### src/rtl/mhbs_pkg.sv
// ============================================================================
// mhbs_pkg - shared constants and helpers for the murmur2 bucket selector
// 32-bit MurmurHash2 mixing constants, register indexes, sequencer states
// and the one-bit restoring remainder step.
// ============================================================================
package mhbs_pkg;

  localparam int unsigned HASH_W        = 32;
  localparam int unsigned CNT_W         = 5;
  localparam int unsigned IDX_W         = 4;
  localparam int unsigned KLEN_W        = 8;
  localparam int unsigned MAX_KEY_BYTES = 255;

  localparam logic [HASH_W-1:0] MIX_MUL    = 32'h5bd1_e995;
  localparam int unsigned       MIX_SHIFT  = 24;
  localparam int unsigned       FIN_SHIFT1 = 13;
  localparam int unsigned       FIN_SHIFT2 = 15;

  localparam logic [HASH_W-1:0] RESET_SEED    = 32'h1234_abcd;
  localparam logic [CNT_W-1:0]  RESET_SERVERS = 5'd2;
  localparam logic [CNT_W-1:0]  MAX_SERVERS   = 5'd16;

  // configuration register indexes
  localparam logic CFG_IDX_SEED    = 1'b0;
  localparam logic CFG_IDX_SERVERS = 1'b1;

  // remainder: four hash bits per cycle, MSB first
  localparam int unsigned MOD_BITS  = 4;
  localparam int unsigned MOD_STEPS = HASH_W / MOD_BITS;
  localparam int unsigned MOD_CNT_W = $clog2(MOD_STEPS);

  typedef enum logic [3:0] {
    ST_IDLE,
    ST_BLK_K1,
    ST_BLK_K2,
    ST_BLK_H,
    ST_TAIL,
    ST_FIN_MUL,
    ST_FIN_XOR,
    ST_MOD,
    ST_OUT
  } state_t;

  // one restoring step: shift in a bit, subtract the divisor if it fits
  function automatic logic [IDX_W-1:0] mod_step(logic [IDX_W-1:0] rem,
                                                 logic bit_in,
                                                 logic [CNT_W-1:0] div);
    logic [CNT_W-1:0] t;
    t = {rem, bit_in};
    if (t >= div) begin
      t = t - div;
    end
    return t[IDX_W-1:0];
  endfunction

endpackage

### src/rtl/murmur2_hash_bucket_select.sv
// ============================================================================
// murmur2_hash_bucket_select - MurmurHash2 key hasher with bucket select
// Hashes a key given as 32-bit little-endian words with a shared constant
// multiplier, then reduces the hash modulo the server count, clamped to 1..16.
// ============================================================================
//
//   channel | direction | handshake          | payload
//   --------+-----------+--------------------+-------------------------------
//   in_     | input     | in_valid/in_stall  | data_word, valid_bytes,
//           |           |                    | last_word, key_length
//   out_    | output    | out_valid/out_stall| bucket, hash_value
//   cfg_    | input     | cfg_valid/cfg_ready| cfg_index, cfg_data
//
// A full word is accepted and then takes three passes through the one
// 32x32 constant multiplier; a short tail word is mixed in the tail state.
// An empty word is only accepted. After the last word come the final mix
// multiply, the final xor, the radix-16 remainder steps and the output load.
// in_stall is high while the sequencer works; a held result on out_ stalls
// the sequencer in its output state only. Synchronous reset, active low.
module murmur2_hash_bucket_select (
  input  logic        clk,
  input  logic        rst_n,
  input  logic        in_valid,
  output logic        in_stall,
  input  logic [31:0] in_data_word,
  input  logic [2:0]  in_valid_bytes,
  input  logic        in_last_word,
  input  logic [7:0]  in_key_length,
  output logic        out_valid,
  input  logic        out_stall,
  output logic [3:0]  out_bucket,
  output logic [31:0] out_hash_value,
  input  logic        cfg_valid,
  output logic        cfg_ready,
  input  logic        cfg_index,
  input  logic [31:0] cfg_data
);
  import mhbs_pkg::*;

  state_t state_r, state_nxt;

  logic [HASH_W-1:0]    seed_r;
  logic [CNT_W-1:0]     servers_r;
  logic                 in_key_r, in_key_nxt;
  logic [HASH_W-1:0]    h_r, h_nxt;
  logic [HASH_W-1:0]    k_r, k_nxt;
  logic [1:0]           nb_r, nb_nxt;
  logic                 last_r, last_nxt;
  logic [CNT_W-1:0]     div_r, div_nxt;
  logic [IDX_W-1:0]     rem_r, rem_nxt;
  logic [MOD_CNT_W-1:0] cnt_r, cnt_nxt;
  logic                 out_valid_r, out_valid_nxt;
  logic [IDX_W-1:0]     out_idx_r, out_idx_nxt;
  logic [HASH_W-1:0]    out_hash_r, out_hash_nxt;

  logic              in_acc;
  logic              out_free;
  logic [HASH_W-1:0] mul_a;
  logic [HASH_W-1:0] mul_p;
  logic [HASH_W-1:0] tail_mask;
  logic [KLEN_W-1:0] klen_clamp;
  logic [CNT_W-1:0]  div_eff;
  logic [IDX_W-1:0]  rem_chain;

  assign in_stall  = (state_r != ST_IDLE);
  assign in_acc    = in_valid && !in_stall;
  assign cfg_ready = 1'b1;
  assign out_free  = !out_valid_r || !out_stall;

  assign out_valid      = out_valid_r;
  assign out_bucket     = out_idx_r;
  assign out_hash_value = out_hash_r;

  assign klen_clamp = (32'(in_key_length) > MAX_KEY_BYTES) ?
                      KLEN_W'(MAX_KEY_BYTES) : in_key_length;

  always_comb begin
    if (servers_r == '0) begin
      div_eff = CNT_W'(1);
    end else if (servers_r > MAX_SERVERS) begin
      div_eff = MAX_SERVERS;
    end else begin
      div_eff = servers_r;
    end
  end

  always_comb begin
    unique case (nb_r)
      2'd1:    tail_mask = 32'h0000_00ff;
      2'd2:    tail_mask = 32'h0000_ffff;
      default: tail_mask = 32'h00ff_ffff;
    endcase
  end

  // shared multiplier operand select
  always_comb begin
    unique case (state_r)
      ST_BLK_K1:  mul_a = k_r;
      ST_BLK_K2:  mul_a = k_r ^ (k_r >> MIX_SHIFT);
      ST_BLK_H:   mul_a = h_r;
      ST_TAIL:    mul_a = h_r ^ (k_r & tail_mask);
      ST_FIN_MUL: mul_a = h_r ^ (h_r >> FIN_SHIFT1);
      default:    mul_a = h_r;
    endcase
  end

  assign mul_p = mul_a * MIX_MUL;

  always_comb begin
    rem_chain = rem_r;
    for (int i = 0; i < MOD_BITS; i++) begin
      rem_chain = mod_step(rem_chain, k_r[HASH_W-1-i], div_r);
    end
  end

  always_comb begin
    state_nxt     = state_r;
    in_key_nxt    = in_key_r;
    h_nxt         = h_r;
    k_nxt         = k_r;
    nb_nxt        = nb_r;
    last_nxt      = last_r;
    div_nxt       = div_r;
    rem_nxt       = rem_r;
    cnt_nxt       = cnt_r;
    out_valid_nxt = out_valid_r && out_stall;
    out_idx_nxt   = out_idx_r;
    out_hash_nxt  = out_hash_r;

    unique case (state_r)
      ST_IDLE: begin
        if (in_acc) begin
          k_nxt      = in_data_word;
          nb_nxt     = in_valid_bytes[1:0];
          last_nxt   = in_last_word;
          in_key_nxt = !in_last_word;
          if (!in_key_r) begin
            h_nxt = seed_r ^ HASH_W'(klen_clamp);
          end
          priority if (in_valid_bytes >= 3'd4) begin
            state_nxt = ST_BLK_K1;
          end else if (in_valid_bytes != 3'd0) begin
            state_nxt = ST_TAIL;
          end else if (in_last_word) begin
            state_nxt = ST_FIN_MUL;
          end else begin
            state_nxt = ST_IDLE;
          end
        end
      end
      ST_BLK_K1: begin
        k_nxt     = mul_p;
        state_nxt = ST_BLK_K2;
      end
      ST_BLK_K2: begin
        k_nxt     = mul_p;
        state_nxt = ST_BLK_H;
      end
      ST_BLK_H: begin
        h_nxt     = mul_p ^ k_r;
        state_nxt = last_r ? ST_FIN_MUL : ST_IDLE;
      end
      ST_TAIL: begin
        h_nxt     = mul_p;
        state_nxt = last_r ? ST_FIN_MUL : ST_IDLE;
      end
      ST_FIN_MUL: begin
        h_nxt     = mul_p;
        state_nxt = ST_FIN_XOR;
      end
      ST_FIN_XOR: begin
        // k_r becomes the MSB-first shifter for the remainder
        h_nxt     = h_r ^ (h_r >> FIN_SHIFT2);
        k_nxt     = h_r ^ (h_r >> FIN_SHIFT2);
        div_nxt   = div_eff;
        rem_nxt   = '0;
        cnt_nxt   = '0;
        state_nxt = ST_MOD;
      end
      ST_MOD: begin
        rem_nxt = rem_chain;
        k_nxt   = k_r << MOD_BITS;
        cnt_nxt = cnt_r + 1'b1;
        if (cnt_r == MOD_CNT_W'(MOD_STEPS - 1)) begin
          state_nxt = ST_OUT;
        end
      end
      ST_OUT: begin
        // hold until the output word is free
        if (out_free) begin
          out_valid_nxt = 1'b1;
          out_idx_nxt   = rem_r;
          out_hash_nxt  = h_r;
          state_nxt     = ST_IDLE;
        end
      end
      default: state_nxt = ST_IDLE;
    endcase
  end

  always_ff @(posedge clk) begin
    if (!rst_n) begin
      state_r     <= ST_IDLE;
      in_key_r    <= 1'b0;
      out_valid_r <= 1'b0;
      seed_r      <= RESET_SEED;
      servers_r   <= RESET_SERVERS;
    end else begin
      state_r     <= state_nxt;
      in_key_r    <= in_key_nxt;
      out_valid_r <= out_valid_nxt;
      if (cfg_valid && cfg_ready) begin
        unique case (cfg_index)
          CFG_IDX_SEED:    seed_r    <= cfg_data;
          CFG_IDX_SERVERS: servers_r <= cfg_data[CNT_W-1:0];
          default:         seed_r    <= seed_r;
        endcase
      end
    end
  end

  always_ff @(posedge clk) begin
    h_r        <= h_nxt;
    k_r        <= k_nxt;
    nb_r       <= nb_nxt;
    last_r     <= last_nxt;
    div_r      <= div_nxt;
    rem_r      <= rem_nxt;
    cnt_r      <= cnt_nxt;
    out_idx_r  <= out_idx_nxt;
    out_hash_r <= out_hash_nxt;
  end

endmodule

### config.mk
export PLATFORM = sky130hd
export DESIGN_NAME = murmur2_hash_bucket_select
export DESIGN_NICKNAME = d
export VERILOG_FILES = /design/src/rtl/mhbs_pkg.sv /design/src/rtl/murmur2_hash_bucket_select.sv
export SDC_FILE = /design/constraint.sdc
export NUM_CORES = 1
export LEC_CHECK = 0
export BUFFER_PORTS_ARGS = -buffer_cell sky130_fd_sc_hd__buf_2
export CELL_PAD_IN_SITES_DETAIL_PLACEMENT = 2
export CELL_PAD_IN_SITES_GLOBAL_PLACEMENT = 2
export CORE_MARGIN = 5
export CORE_UTILIZATION = 25
export DETAILED_ROUTE_END_ITERATION = 8
export PLACE_DENSITY_LB_ADDON = 0.1
export SYNTH_ARGS = -nofsm -noshare
export SYNTH_HDL_FRONTEND = slang
export SYNTH_SLANG_ARGS = --single-unit
### constraint.sdc
create_clock -name clk -period 10.8 [get_ports clk]
set_clock_uncertainty 0.05 [all_clocks]
set_input_delay 0.54 -clock clk [delete_from_list [all_inputs] [get_ports clk]]
set_output_delay 0.54 -clock clk [all_outputs]
set_load 0.01 [all_outputs]
==> flow_summary.yaml <==
outcome:
  status: "completed"
floorplanning:
  rows: 98
  die_w_um: 278
  ios: 121
  die_height_um: 278
  start_util_pct: 25.2
  core_area_um2: 71500
  dieArea_um2: 77500
setup_path:
  max_stage_delay_ns: 0.87
  crit_path_frequent_cell: "fa_1"
  reg2reg_to: "h_r[31]$_DFFE_PP_"
  cp.arrival_ns: 10.37
  ff2ff_path_depth: 30
  crit_slowest_cell: "dfxtp_1"
  startpoint: "state_r[0]$_SDFFE_PN0P_"
  crit_end: "h_r[31]$_DFFE_PP_"
  cp_data_required_time_ns: 10.95
  rr_startpoint: "state_r[0]$_SDFFE_PN0P_"
  regToRegSetupSlack_ns: 0.58
  start_kind: "register"
  worstSetupPathType: "reg -> reg"
  end_kind: "register"
  path_max_fanout: 21
synthesis:
  syn_area_per_cell_um2: 9.57
  synth_edf_count: 115
  synth_top_area_share_pct: 20.3
  synth_fp_nets: 2389
  synth_top_cells_by_area: "fa_1 (20%), edfxtp_1 (19%), ha_1 (17%)"
  synthesis.area_um2: 18000
  async_flop_share_pct: 0
  synthFlopType: "edfxtp_1"
  postSynthRegisterBits: 158
  synth_cell_types: 78
  synth_area_leader_cell: "fa_1"
  yosysSeqAreaShare_pct: 23.9
  synthCells: 1883
  yosysWarnings: 0
clock_network:
  hold_buffers: 0
  h-tree-depth: 4
  cts_setup_buffers: 0
  numClockSinks: 158
  clk_pin_slew_ns: 0.07
  cts_root_buffer: "clkbuf_16"
  cts_tree: "done"
  cts_made_buffers: 17
  clockBufferDepth: 2
  cts_resized: 0
  clk_latency_ns: 0.46
routing:
  wl_per_cell_um: 25.4
  drt-initial-drc-count: 706
  drtPass1Iterations: 5
  wl_um: 75100
  detail_route.vias_per_cell: 4.82
  vias: 14300
  drtAntennaViolNets: 0
  drc_errors: 0
timing:
  fin_crit_sh_pct: 94.7
  holdWs_ns: 0.253
  period_needed_ns: 10.22
  tns_ns: 0
  fmax_ghz: 0.0978
  hold_viol_final: 0
  max_slew_margin_pct: 19.4
  finalSetupViolCount: 0
  rsz0062_at_grt: "false"
  slew_violations: 0
  tightest_slew_ns: 1.20
flow_run:
  max-cap-violations: 0
global_route:
  grt-ovfl-total: 0
  grt_pass1_wl_um: 110000
  grtUsageTotal_pct: 19.2
  antenna_found_initial: 3
  grt_max_degree: 44
  first_global_vias: 16200
placed_design:
  hpwl_um: 62400
  gp_congestion: 0.820
  numPortBuffers: 119
final_layout:
  area_growth_pct: 13.9
  layout-drive-gt1-share_pct: 11.7
  final_nets: 2504
worst_hold_path:
  holdCritPathClass: "in -> reg"
==> registers in the layout, summed over array words and instances, names as in the netlist <==
name and count:
out_valid 1, out_bucket 4, state_r 4, servers_r 5
out_hash_value 32, k_r 32, div_r 5, last_r 1
rem_r 4, nb_r 2, in_key_r 1, seed_r 32
cnt_r 3, h_r 32
==> cell families after synthesis <==
logic type	share of synthesized area [%]
compound gates	13.2
xor+xnor	5.77
fa+ha+maj	37.1
buf+inv	9.43
flops	23.9
mux	0.702
other cells	0.0208
simple gates	9.86
==> critical path, delay by kind of cell, from the launching register on <==
| family | cells | cell delay, ns |
|---|---|---|
| AND/OR/NAND/NOR | 3 | 1.59 |
| adder cells (fa/ha/maj) | 9 | 4.18 |
| buffers and inverters | 6 | 0.30 |
| flip-flops | 1 | 0.87 |
| XOR/XNOR | 1 | 0.19 |
| AO/OA/AOI/OAI | 11 | 2.75 |
==> cell usage after synthesis, types with 4 or more instances <==
| library cell | instances |
|---|---|
| inv_1 | 374 |
| mux2_2 | 5 |
| buf_2 | 4 |
| a221oi_1 | 7 |
| o211a_1 | 4 |
| mux2i_1 | 7 |
| a221o_1 | 11 |
| nand2_1 | 160 |
| a21oi_1 | 63 |
| o21a_1 | 5 |
| nor4_1 | 4 |
| a22oi_1 | 12 |
| nand3_1 | 53 |
| dfxtp_1 | 43 |
| o221ai_1 | 15 |
| ha_1 | 241 |
| a21o_1 | 19 |
| or2_2 | 4 |
| a222oi_1 | 20 |
| o22ai_1 | 6 |
| a311oi_1 | 6 |
| clkbuf_1 | 57 |
| a211oi_1 | 6 |
| and2_1 | 9 |
| o211ai_1 | 17 |
| nand2b_1 | 12 |
| xor2_1 | 46 |
| edfxtp_1 | 115 |
| nor3_1 | 10 |
| a21boi_0 | 24 |
| nor2b_1 | 15 |
| o2111ai_1 | 5 |
| xnor2_1 | 70 |
| a22o_1 | 4 |
| buf_1 | 6 |
| o21ai_0 | 82 |
| nor2_1 | 90 |
| fa_1 | 183 |
| a32oi_1 | 9 |
==> per-layer routing <==
layer / part of all wire (%) / global-route usage (%) / vias up
li1: - / - / 6549
met1: 44 / 24.2 / 7397
met2: 50 / 34.1 / 249
met3: 3.0 / 1.99 / 73
met4: 3.9 / 6.87 / 2
met5: 0.013 / 0 / -
==> stage by stage <==
step                instances  util (%)  cell area [um2]  setup slack [ns]
floorplan                1883         -            18000              2.23
CTS                      2961      28.7            20500             0.616
detailed placement       2929      27.9            19900             0.623
finish                   2962      28.7            20500             0.576
global placement         2928      27.9            19900             0.208
global route             2961      28.7            20500            0.0184
==> worst min-delay path by stage <==
stage	from	to	cells after the start
detailed placement	seed_r[15]$_SDFFE_PN1P_	seed_r[15]$_SDFFE_PN1P_	2
CTS	cfg_data[13]	seed_r[13]$_SDFFE_PN1P_	3
global placement	seed_r[15]$_SDFFE_PN1P_	seed_r[15]$_SDFFE_PN1P_	2
global route	cfg_data[6]	seed_r[6]$_SDFFE_PN1P_	3
finish	cfg_data[7]	seed_r[7]$_SDFFE_PN1P_	3
floorplan	h_r[15]$_DFFE_PP_	out_hash_value[15]$_DFFE_PP_	0
==> area by class of cell <==
| type | count | area, um2 |
|---|---|---|
| sequential | 158 | 4310 |
| tap | 950 | 1190 |
| multi-input combinational | 1279 | 12100 |
| clock buffer | 18 | 450 |
| antenna | 1 | 2.50 |
| clock inverter | 14 | 139 |
| timing repair buffer | 168 | 961 |
| fill | 7940 | 51000 |
| inverter | 374 | 1400 |
==> placed cells by master (no fill, tap or decap), drive strengths merged, types with 16 or more instances in the layout <==
cell	n
nand3	53
o21ai	86
o211ai	17
ha	241
nor2	91
buf	168
inv	383
a21oi	63
a21o	19
dfxtp	43
a21boi	24
a222oi	20
clkbuf	18
nand2	160
o221ai	16
xor2	46
xnor2	70
fa	183
edfxtp	115
Power is not shown: default switching activity piles up to over one toggle a cycle in this logic, so the estimate is an artifact.
